--- config.mk ---
export PLATFORM = sky130hd
export DESIGN_NAME = mchist_front
export DESIGN_NICKNAME = d
export VERILOG_FILES = /design/src/mchist_pkg.sv /design/src/mchist_front.sv
export SDC_FILE = /design/constraint.sdc
export NUM_CORES = 1
export LEC_CHECK = 0
export BUFFER_PORTS_ARGS = -buffer_cell sky130_fd_sc_hd__buf_2
export CAP_MARGIN = 20
export CORE_UTILIZATION = 30
export DETAILED_ROUTE_END_ITERATION = 10
export GPL_TIMING_DRIVEN = 0
export MAX_ROUTING_LAYER = met4
export PLACE_DENSITY = 0.62
export SYNTH_ARGS = -nofsm -noshare
export SYNTH_HDL_FRONTEND = slang
export SYNTH_SLANG_ARGS = --single-unit
--- constraint.sdc ---
create_clock -name clk_i -period 9.7 [get_ports clk_i]
set_clock_uncertainty 0.05 [all_clocks]
set_input_delay 0.485 -clock clk_i [delete_from_list [all_inputs] [get_ports clk_i]]
set_output_delay 0.485 -clock clk_i [all_outputs]
set_load 0.05 [all_outputs]
--- src/mchist_pkg.sv ---
`default_nettype none
package mchist_pkg;
  localparam int unsigned DefNumVertices = 65536;
  localparam int unsigned DefNumSets     = 65536;
  localparam int unsigned CntW  = 32;
  localparam int unsigned IdW   = 16;
  localparam int unsigned TotW  = 17;
  localparam int unsigned ReqW  = 3;
  localparam int unsigned QDepth = 2;
  localparam logic [CntW-1:0] CntMax = '1;

  // apb register map
  localparam logic [1:0] AddrLastSeed = 2'd0;

  localparam logic [ReqW-1:0] ReqCountAll   = 3'd0;
  localparam logic [ReqW-1:0] ReqCountUncov = 3'd1;
  localparam logic [ReqW-1:0] ReqMark       = 3'd2;
  localparam logic [ReqW-1:0] ReqAddPartial = 3'd3;
  localparam logic [ReqW-1:0] ReqReport     = 3'd4;
  localparam logic [ReqW-1:0] ReqClrCounts  = 3'd5;
  localparam logic [ReqW-1:0] ReqClrCover   = 3'd6;

  // classified command travelling from front to back
  typedef enum logic [2:0] {
    OpNone, OpBump, OpBumpUncov, OpMark, OpReport, OpClrCounts, OpClrCover
  } op_e;

  typedef struct packed {
    op_e             op;
    logic [IdW-1:0]  set_id;
    logic [IdW-1:0]  vertex;
    logic [CntW-1:0] amount;
  } cmd_t;
endpackage
`default_nettype wire

--- src/mchist_front.sv ---
`default_nettype none
module mchist_front import mchist_pkg::*; #(
  parameter int unsigned NumVertices = DefNumVertices,
  parameter int unsigned NumSets     = DefNumSets
) (
  input  wire logic            clk_i,
  input  wire logic            rst_ni,
  input  wire logic            in_valid_i,
  output logic                 in_stall_o,
  input  wire logic [ReqW-1:0] req_type_i,
  input  wire logic [IdW-1:0]  set_id_i,
  input  wire logic [IdW-1:0]  vertex_i,
  input  wire logic [CntW-1:0] amount_i,
  output logic                 cmd_valid_o,
  input  wire logic            cmd_pop_i,
  output cmd_t                 cmd_o
);
  localparam int unsigned PtrW = $clog2(QDepth);

  cmd_t            q_mem_q [QDepth];
  logic [PtrW-1:0] wr_q, rd_q;
  logic [PtrW:0]   cnt_q;
  cmd_t            cls;
  logic            v_ok, s_ok, push;

  // classification: out-of-range and no-op requests are dropped here
  always_comb begin
    v_ok = {9'd0, vertex_i} < 25'(NumVertices);
    s_ok = {9'd0, set_id_i} < 25'(NumSets);
    cls.op     = OpNone;
    cls.set_id = set_id_i;
    cls.vertex = vertex_i;
    cls.amount = amount_i;
    case (req_type_i)
      ReqCountAll: begin
        if (v_ok) cls.op = OpBump;
        cls.amount = 32'd1;
      end
      ReqCountUncov: begin
        if (v_ok && s_ok) cls.op = OpBumpUncov;
        cls.amount = 32'd1;
      end
      ReqMark:       if (s_ok) cls.op = OpMark;
      ReqAddPartial: if (v_ok && amount_i != '0) cls.op = OpBump;
      ReqReport:     cls.op = OpReport;
      ReqClrCounts:  cls.op = OpClrCounts;
      ReqClrCover:   cls.op = OpClrCover;
      default:       cls.op = OpNone;
    endcase
  end

  assign in_stall_o  = (cnt_q == (PtrW+1)'(QDepth));
  assign push        = in_valid_i && !in_stall_o && cls.op != OpNone;
  assign cmd_valid_o = (cnt_q != '0);
  assign cmd_o       = q_mem_q[rd_q];

  // command queue
  always_ff @(posedge clk_i or negedge rst_ni) begin
    if (!rst_ni) begin
      wr_q  <= '0;
      rd_q  <= '0;
      cnt_q <= '0;
    end else begin
      if (push) wr_q <= wr_q + 1'b1;
      if (cmd_pop_i) rd_q <= rd_q + 1'b1;
      cnt_q <= cnt_q + (PtrW+1)'(push) - (PtrW+1)'(cmd_pop_i);
    end
  end

  always_ff @(posedge clk_i) begin
    if (push) q_mem_q[wr_q] <= cls;
  end
endmodule
`default_nettype wire

==> results of run 1 <==
cell families after synthesis:
| family | after synthesis | synth area share (%) |
|---|---|---|
| AO/OA/AOI/OAI | 4 | 0.789 |
| flip-flops | 138 | 76.5 |
| AND/OR/NAND/NOR | 52 | 6.29 |
| adder cells (fa/ha/maj) | 2 | 0.464 |
| multiplexers | 67 | 14.0 |
| XOR/XNOR | 5 | 0.812 |
| buffers and inverters | 14 | 1.14 |
layout make-up:
cell class | instances | area (sq um) | share of cell area [%]
buffer | 11 | 50.0 | 0.713
clock buffer | 23 | 448 | 6.38
clock inverter | 9 | 100 | 1.43
inverter | 3 | 11.3 | 0.160
multi-input combinational | 130 | 1220 | 17.4
sequential | 138 | 4120 | 58.7
tap | 225 | 282 | 4.01
timing repair buffer | 144 | 786 | 11.2
power by group through the flow:
stage | logic [W] | registers [W] | clock network, W
floorplan | 0.000701 | 0.000845 | 0
global placement | 0.000907 | 0.000858 | 0
detailed placement | 0.000943 | 0.000843 | 0
CTS | 0.000948 | 0.000831 | 0.000622
global route | 0.000983 | 0.000841 | 0.000649
finish | 0.000931 | 0.000830 | 0.000605
path summary, 6_finish.rpt:
| path | from | slack [ps] | endpoint | cells after the start |
|---|---|---|---|---|
| min | vertex_i[7] | 210 | q_mem_q[1][39] | 1 |
| min reg2reg | cnt_q[1] | 450 | cnt_q[1] | 1 |
| max in group asynchronous | rst_ni | 9110 | cnt_q[0] | 2 |
| max | rd_q | 6910 | cmd_o[47] | 5 |
| min in group asynchronous | rst_ni | 370 | cnt_q[1] | 2 |
| max reg2reg | cnt_q[1] | 7460 | q_mem_q[1][49] | 5 |
cells in the final DEF, fill, tap and decap left out:
| cell | Yosys | routed |
|---|---|---|
| clkbuf_1 | 4 | 10 |
| ha_1 | 2 | 2 |
| nor2b_2 | 1 | 1 |
| or2_2 | 1 | 1 |
| nand3_1 | 2 | 2 |
| nor4_2 | 4 | 4 |
| clkinv_2 | 0 | 4 |
| bufinv_16 | 0 | 2 |
| o21ai_1 | 1 | 1 |
| or2_1 | 1 | 1 |
| clkbuf_16 | 0 | 17 |
| edfxtp_1 | 134 | 134 |
| a21boi_1 | 1 | 1 |
| nor2_1 | 4 | 2 |
| nand2b_1 | 2 | 2 |
| mux2_1 | 67 | 67 |
| nor2_4 | 0 | 2 |
| o31ai_4 | 1 | 1 |
| a311oi_1 | 1 | 1 |
| buf_2 | 7 | 146 |
| nand4_1 | 1 | 1 |
| xnor2_1 | 4 | 4 |
| nor3_1 | 1 | 1 |
| inv_1 | 3 | 3 |
| nor4_1 | 4 | 4 |
| dfrtp_1 | 4 | 4 |
| clkinvlp_4 | 0 | 1 |
| nor2b_1 | 31 | 31 |
| dlygate4sd3_1 | 0 | 1 |
| buf_12 | 0 | 4 |
| clkinv_4 | 0 | 1 |
| clkinv_1 | 0 | 1 |
| xor2_1 | 1 | 1 |
sequential cells by signal, indices dropped and copies added (netlist names):
register  cells
wr_q          1
rd_q          1
q_mem_q     134
cnt_q         2
routing by layer:
| layer | global-route usage (%) | vias to the layer above | wire length (microns) |
|---|---|---|---|
| met5 | - | - | 0 |
| met1 | 14.7 | 1470 | 4740 |
| li1 | - | 1415 | - |
| met4 | 7.35 | 0 | 312 |
| met2 | 20.1 | 117 | 5210 |
| met3 | 4.55 | 19 | 839 |
worst max-delay path: cells and delay by family, from the launching register on:
kind / cells / cell delay, ps
buffers and inverters: 4 / 1130
flip-flops: 1 / 340
multiplexers: 1 / 370
metrics by stage:
| stage | total power (W) | utilization, % | cell area (sq um) | hold slack [ps] |
|---|---|---|---|---|
| 2_1_floorplan | 0.00155 | - | 5390 | 139 |
| 3_3_place_gp | 0.00177 | 36.6 | 6370 | 241 |
| 3_5_place_dp | 0.00179 | 37.1 | 6460 | 246 |
| 4_1_cts | 0.00240 | 40.3 | 7020 | 185 |
| 5_1_grt | 0.00247 | 40.3 | 7020 | 186 |
| 6_report | 0.00237 | 40.3 | 7020 | 205 |
timing repair:
item	in CTS	in global routing
buffers inserted	0	0
endpoints found under the setup margin	0	0
hold buffers	1	0
hold endpoints to repair	4	0
==> reports/qor.yml, run 1 <==
run_status:
  outcome: "complete, no violations"
route:
  drt-pass1-iter-count: 4
  wl_microns: 11100
  routed_via_density: 4.42
  wl_per_cell_microns: 16.2
  drc: 0
  drt_iter0_markers: 56
  final_antenna_net_count: 0
  vias: 3021
pwr:
  switchingPower_w: 0.000955
  comb_power_share_pct: 39.3
  max-vdd-ir-drop_mv: 0.139
  intPower_w: 0.00141
  clockPowerShare_pct: 25.6
  power.leakage_nw: 2.61
  powerDensity_mw_per_mm2: 337
  p_seq_share_pct: 35.1
  p_sw_share_pct: 40.4
synthesis:
  yosysUniqueCellTypes: 24
  synth-edff-count: 134
  syn-num-nets: 355
  synth_common_cells: "134 x edfxtp_1, 67 x mux2_1, 31 x nor2b_1, 7 x buf_2"
  synth_area_leader_cell: "edfxtp_1"
  seq_area_frac_synth_pct: 76.5
  synthesis.area_sq_mm: 0.00539
  syn_avg_cell_area_sq_um: 19.1
  synth.area.top_cells: "edfxtp_1 75%, mux2_1 14%, nor2b_1 3.6%"
  netlist_instances: 282
  synth-seq-cells: 138
  yosysWarnings: 0
  netlist.area_leader.share_pct: 74.7
  synthMostInstantiatedCell: "edfxtp_1"
  ys.flop_type: "edfxtp_1"
  async_reset_ff_share_pct: 2.90
cts:
  clk_root_buffer_cell: "clkbuf_16"
  clk_pin_slew_ps: 60
  cts_tree: "built"
  clock_sinks: 138
  h-tree-depth: 4
  cts_resized: 0
  cts_buffers: 17
  clock_latency_ps: 410
  cts_buffer_depth: 2
floorplan:
  dieArea_sq_mm: 0.0185
  io_pins: 140
  core-area_sq_mm: 0.0174
  die-height_microns: 136
  die_w_microns: 136
  start_util_pct: 30.9
  rows: 48
layout:
  drive_gt1_share_pct: 40.2
  antenna-diode-count: 0
  instances_no_fill: 683
  synthToLayoutAreaGrowth_pct: 30.2
  nets: 518
  fill_cells: 1631
timing:
  slew_headroom_pct: 59.4
  max_slew.worst_pin.slew_ps: 609
  timing.fmax_mhz: 359
  fin_crit_sh_pct: 28.7
  hold_viol: 0
  slew_violations: 0
  setup_ws_ps: 6910
  fin_setup_tns_ps: 0
  rsz0062_at_grt: "no"
  fin_crit_ps: 2790
  finalSetupViolCount: 0
global_route:
  grt_pass1_wl_microns: 16900
  grtUsageTotal_pct: 13.0
  grt_pass1_vias: 3301
  antenna_found_initial: 0
  grt_overflow: 0
  grt_max_degree: 31
place:
  io_buffer_count: 139
  dpl_worst_slack_ps: 6810
  hpwl_microns: 7770
  dp.cells: 650
  place.gp.congestion: 0.680
worst_setup_path:
  cp_slowest_cell: "mux2_1"
  worstPathCellList: "clkbuf_1 > buf_2 > buf_2 > mux2_1 > buf_2"
  worstSetupEndpointType: "primary output"
  crit_top_cell: "buf_2"
  crit_arrival_ps: 2250
  cpPeakStageDelay_ps: 370
  start_kind: "flip-flop"
  cp_max_fo: 10
  crit_type: "reg -> out"
  cp.required_ps: 9170
run:
  maxCapViolCount: 0
worst_hold_path:
  hp-class: "in -> reg"
Note: power is estimated with default switching activity, not from simulation.
==> run 2: changes to the inputs <==
Settings changed: ABC_AREA set to 1, PLACE_DENSITY 0.62 to 0.64.
Clock period 9.7 ns to 2.4 ns, I/O delays scaled along.
==> run 2 against run 1 <==
- non-clock buffer count increased by 38
- highest routed layer unchanged
- wire length increased by 1.1%
- die area increased by 2.7%
- cell count increased by 13%
- sequential power increased to 4.0 times the previous value
- combinational power increased to 4.4 times the previous value
- register-to-register slack got worse by 7300 ps
==> reports/qor.yml, run 2 <==
synthesis:
  netlist_instances: 332
  synth-edff-count: 134
  synth-seq-cells: 138
  synth_area_leader_cell: "edfxtp_1"
  seq_area_frac_synth_pct: 74.5
  async_reset_ff_share_pct: 2.90
  netlist.area_leader.share_pct: 72.7
  syn-num-nets: 405
  ys.flop_type: "edfxtp_1"
  synth.area.top_cells: "edfxtp_1 73%, mux2_2 9.6%, mux2_4 5.4%"
  yosysWarnings: 0
  yosysUniqueCellTypes: 21
  synthesis.area_sq_mm: 0.00554
  synthMostInstantiatedCell: "edfxtp_1"
  syn_avg_cell_area_sq_um: 16.7
  synth_common_cells: "134 x edfxtp_1, 48 x nor2_1, 47 x mux2_2, 37 x inv_1, 20 x mux2_4"
worst_setup_path:
  crit_type: "reg -> reg"
  worst-path-buf-inv: 2
  cp_slowest_cell: "clkinvlp_4"
  crit_family: "buffers and inverters"
  worstSetupEndpointType: "flip-flop"
  cp_max_fo: 36
  crit_arrival_ps: 2330
  cp.required_ps: 2490
  start_kind: "flip-flop"
  cpPeakStageDelay_ps: 650
  worstPathCellList: "o21ai_2 > a21oi_2 > nand3_1 > clkinvlp_4 > buf_12"
cts:
  clock_sinks: 138
  post_cts_buffers: 0
  clk_pin_slew_ps: 60
  h-tree-depth: 4
  cts_buffer_depth: 2
  cts_buffers: 17
  clk_root_buffer_cell: "clkbuf_16"
  cts_tree: "built"
  clock_latency_ps: 410
timing:
  slew_headroom_pct: 47.7
  slew_violations: 0
  timing.fmax_mhz: 448
  setup_ws_ps: 167
  hold_viol: 0
  fin_crit_sh_pct: 93.0
  max_slew.worst_pin.slew_ps: 782
  fin_crit_ps: 2230
  finalSetupViolCount: 0
  rsz0062_at_grt: "no"
  fin_setup_tns_ps: 0
layout:
  layout_common_cells: "146 x buf_2, 134 x edfxtp_1, 47 x nor2_1, 47 x mux2_2, 40 x dlygate4sd3_1"
  drive_gt1_share_pct: 46.7
  fill_cells: 1705
  nets: 606
  top_register: "q_mem_q"
  reg_top3: "q_mem_q (134), cnt_q (2)"
  antenna-diode-count: 0
  instances_no_fill: 775
  largest_reg_flops: 134
  final_common_cell: "buf_2"
  final_util_pct: 41.9
  synthToLayoutAreaGrowth_pct: 36.6
run_status:
  outcome: "complete, no violations"
place:
  dp.cells: 703
  io_buffer_count: 139
  place.gp.congestion: 0.739
  hpwl_microns: 7700
  dpl_worst_slack_ps: -209
floorplan:
  die_w_microns: 138
  core-area_sq_mm: 0.0180
  die-height_microns: 138
  start_util_pct: 30.7
  rows: 49
  io_pins: 140
  dieArea_sq_mm: 0.0190
route:
  vias: 3271
  drc: 0
  drt_iter0_markers: 118
  routed_via_density: 4.22
  wl_per_cell_microns: 14.5
  final_antenna_net_count: 0
  drt-pass1-iter-count: 4
  wl_microns: 11200
global_route:
  grtUsageTotal_pct: 12.9
  grt_overflow: 0
  antenna_found_initial: 0
  grt_pass1_wl_microns: 17200
  grt_max_degree: 37
  grt_pass1_vias: 3386
pwr:
  total_power_w: 0.00990
  max-vdd-ir-drop_mv: 0.773
  powerDensity_mw_per_mm2: 1310
  power.leakage_nw: 3.07
run:
  maxCapViolCount: 0
worst_hold_path:
  hp-class: "in -> reg"
==> run 2: final cells by class <==
class	instances	area [sq um]	area share, %
plain buffers	11	87.6	1.16
clock buffers	19	433	5.73
clock inverters	13	129	1.71
inverters	38	146	1.94
multi-input cells	145	1200	15.8
flip-flops and latches	138	4120	54.6
well taps	229	287	3.79
repair buffers	182	1160	15.3
==> run 2: path summary, 6_finish.rpt <==
check	startpoint	end	slack [ps]	depth (start not counted)
setup / recovery	cnt_q[0]	q_mem_q[0][24]	170	5
hold / removal	amount_i[1]	q_mem_q[1][1]	20	3
setup reg to reg	cnt_q[0]	q_mem_q[0][24]	170	5
hold reg to reg	wr_q	wr_q	420	2
max in group asynchronous	rst_ni	wr_q	1540	3
min in group asynchronous	rst_ni	cnt_q[0]	570	3
==> run 2: worst min-delay path: stages <==
cell and delay, ps:
buf_2 100, inv_1 40, nor2_1 40
==> run 2: metal layers <==
| metal | GRT usage (%) | share of wire [%] |
|---|---|---|
| met5 | - | 0 |
| met1 | 14.5 | 43 |
| met2 | 21.4 | 51 |
| met3 | 3.86 | 4.7 |
| met4 | 4.89 | 1.4 |
==> run 2: what timing repair did <==
action | in CTS | in global routing
endpoints found under the hold margin | 79 | 0
endpoints found under the setup margin | 0 | 36
resized for setup | 0 | 3
hold buffers | 40 | 0
==> run 2: kinds of logic (layout without fill, tap and decap cells) <==
| family | count (synthesis) | after routing | synth area share, % |
|---|---|---|---|
| AOI/OAI and AO/OA | 3 | 3 | 0.271 |
| and+or+nand+nor | 70 | 70 | 5.15 |
| DFF | 138 | 138 | 74.5 |
| adders and majority gates | 2 | 2 | 0.452 |
| buffers and inverters | 49 | 263 | 4.16 |
| muxes | 67 | 67 | 15.0 |
| xor gates and xnor gates | 3 | 3 | 0.475 |
==> run 2: where the power goes <==
part	internal [W]	switching [W]	total, W
Combinational	0.00124	0.00284	0.00408
Sequential	0.00324	0.000108	0.00334
Clock	0.00152	0.000965	0.00248
==> run 2: through the flow <==
stage / area (sq um) / hold slack [ps]
finish: 7560 / 15.2
global route: 7560 / 16.6
CTS: 7550 / 1.28
detailed placement: 6590 / -116
global placement: 6530 / -121
floorplan: 5550 / -226
==> run 3: changes to the inputs <==
Settings changed: CELL_PAD_IN_SITES_DETAIL_PLACEMENT set to 0, CELL_PAD_IN_SITES_GLOBAL_PLACEMENT set to 1, PLACE_DENSITY 0.64 to 0.73.
==> run 3 against run 2 <==
- flip-flop and latch count unchanged
- maximum frequency grew 2.1%
- count of clock-buffer cells in the layout down 1
- setup slack improved by 47 ps
- non-clock buffer count grew 2
- wire length grew 2.7%
- critical endpoint is now q_mem_q[0][42]
==> reports/qor.yml, run 3 (synthesis gave the netlist of run 2 again) <==
run_status:
  outcome: "complete, no violations"
cts:
  clock_sinks: 138
  h-tree-depth: 4
  clock_latency_ps: 410
  cts_tree: "built"
  post_cts_buffers: 0
  clk_pin_slew_ps: 60
  cts_buffers: 17
  clk_root_buffer_cell: "clkbuf_16"
  cts_buffer_depth: 2
layout:
  multiInputGateArea_sq_mm: 0.00119
  top_register: "q_mem_q"
  layout_common_cells: "146 x buf_2, 134 x edfxtp_1, 47 x nor2_1, 47 x mux2_2, 42 x dlygate4sd3_1"
  nets: 609
  fill_cells: 1692
  largest_reg_flops: 134
  reg_top3: "q_mem_q (134), cnt_q (2)"
  final_common_cell: "buf_2"
  drive_gt1_share_pct: 46.3
  final_util_pct: 42.2
  synthToLayoutAreaGrowth_pct: 37.3
  seq_area_sq_mm: 0.00412
  antenna-diode-count: 0
pwr:
  max-vdd-ir-drop_mv: 1.01
  powerDensity_mw_per_mm2: 1320
  total_power_w: 0.0100
  power.leakage_nw: 3.09
global_route:
  grt_max_degree: 40
  grt_overflow: 0
  grtUsageTotal_pct: 12.9
  antenna_found_initial: 0
  grt_pass1_wl_microns: 17200
  grt_pass1_vias: 3477
floorplan:
  die-height_microns: 138
  start_util_pct: 30.7
  core-area_sq_mm: 0.0180
  die_w_microns: 138
  io_pins: 140
  rows: 49
  dieArea_sq_mm: 0.0190
timing:
  timing.fmax_mhz: 458
  setup_ws_ps: 214
  hold_viol: 0
  fin_crit_sh_pct: 91.1
  max_slew.worst_pin.slew_ps: 433
  rsz0062_at_grt: "no"
  fin_crit_ps: 2190
  slew_violations: 0
  slew_headroom_pct: 71.0
  fin_setup_tns_ps: 0
  finalSetupViolCount: 0
route:
  final_antenna_net_count: 0
  vias: 3295
  wl_microns: 11500
  routed_via_density: 4.24
  drt-pass1-iter-count: 4
  drt_iter0_markers: 126
  wl_per_cell_microns: 14.8
  drc: 0
worst_hold_path:
  whs_endpoint: "q_mem_q[1][10]"
  hp-class: "in -> reg"
  min-delay-start: "amount_i[10]"
  holdPathStages: 3
place:
  io_buffer_count: 139
  place.gp.congestion: 0.699
  dpl_worst_slack_ps: -181
  hpwl_microns: 7760
worst_setup_path:
  cp_max_fo: 39
  start_kind: "flip-flop"
  regToRegStartpoint: "cnt_q[0]"
  worstPathCellList: "o21ai_0 > a21oi_1 > nand3_1 > clkinvlp_4 > buf_12"
  worstSetupEndpointType: "flip-flop"
  crit_arrival_ps: 2280
  cp.required_ps: 2490
  cp_slowest_cell: "clkinvlp_4"
  crit_type: "reg -> reg"
  r2r_end: "q_mem_q[0][42]"
  worst-path-buf-inv: 2
  crit_family: "buffers and inverters"
  worst-r2r-cell-count: 5
  reg2reg_setup_slack_ps: 210
  cpPeakStageDelay_ps: 440
run:
  maxCapViolCount: 0
[run 3: stage by stage]
step	instances	hold WS, ps	area [sq um]
after CTS	778	0.550	7600
after floorplan	332	-226	5550
after global placement	700	-122	6530
final	778	19.0	7600
after global routing	778	9.29	7600
after detailed placement	703	-118	6590
[run 3: layout make-up]
class                      count  area share, %
sequential                   138           54.3
multi-input combinational    145           15.6
timing repair buffer         184           15.5
clock buffer                  18           5.65
tap                          229           3.77
clock inverter                14           2.03
inverter                      38           1.93
buffer                        11           1.15
timing repair inverter         1         0.0988
[run 3: metal layers]
layer	GRT usage, %	up-vias	part of all wire [%]
li1	-	1589	-
met1	14.4	1594	43
met2	21.7	103	51
met3	3.86	9	5.4
met4	5.25	0	1.3
met5	-	-	0
[run 3: power breakdown]
group | internal (W) | total [W] | switching (W) | leakage, nW
combinational | 0.00124 | 0.00409 | 0.00285 | 1.51
clock | 0.00162 | 0.00257 | 0.000955 | 0.284
sequential | 0.00323 | 0.00335 | 0.000112 | 1.29
total | 0.00609 | 0.0100 | 0.00392 | 3.09
[run 3: how the worst max path moves through the flow]
stage | end | startpoint | slack, ps | depth (start not counted)
finish | q_mem_q[0][42] | cnt_q[0] | 210 | 5
CTS | q_mem_q[0][5] | cnt_q[0] | 20 | 4
floorplan | q_mem_q[1][0] | cnt_q[1] | 150 | 5
detailed placement | q_mem_q[0][40] | amount_i[27] | -180 | 8
global route | q_mem_q[0][42] | cnt_q[1] | 30 | 6
global placement | q_mem_q[0][38] | amount_i[20] | -770 | 7
[run 3: what timing repair did]
item                       in CTS  in global routing
cloned                          1                  0
setup endpoints to repair      39                 14
hold buffers                   42                  0
gates resized for setup         0                  1
hold endpoints to repair       83                  0
[run 3: worst min-delay path, stage by stage]
cell    delay [ps]
buf_2           70
inv_1           40
nor2_1         120
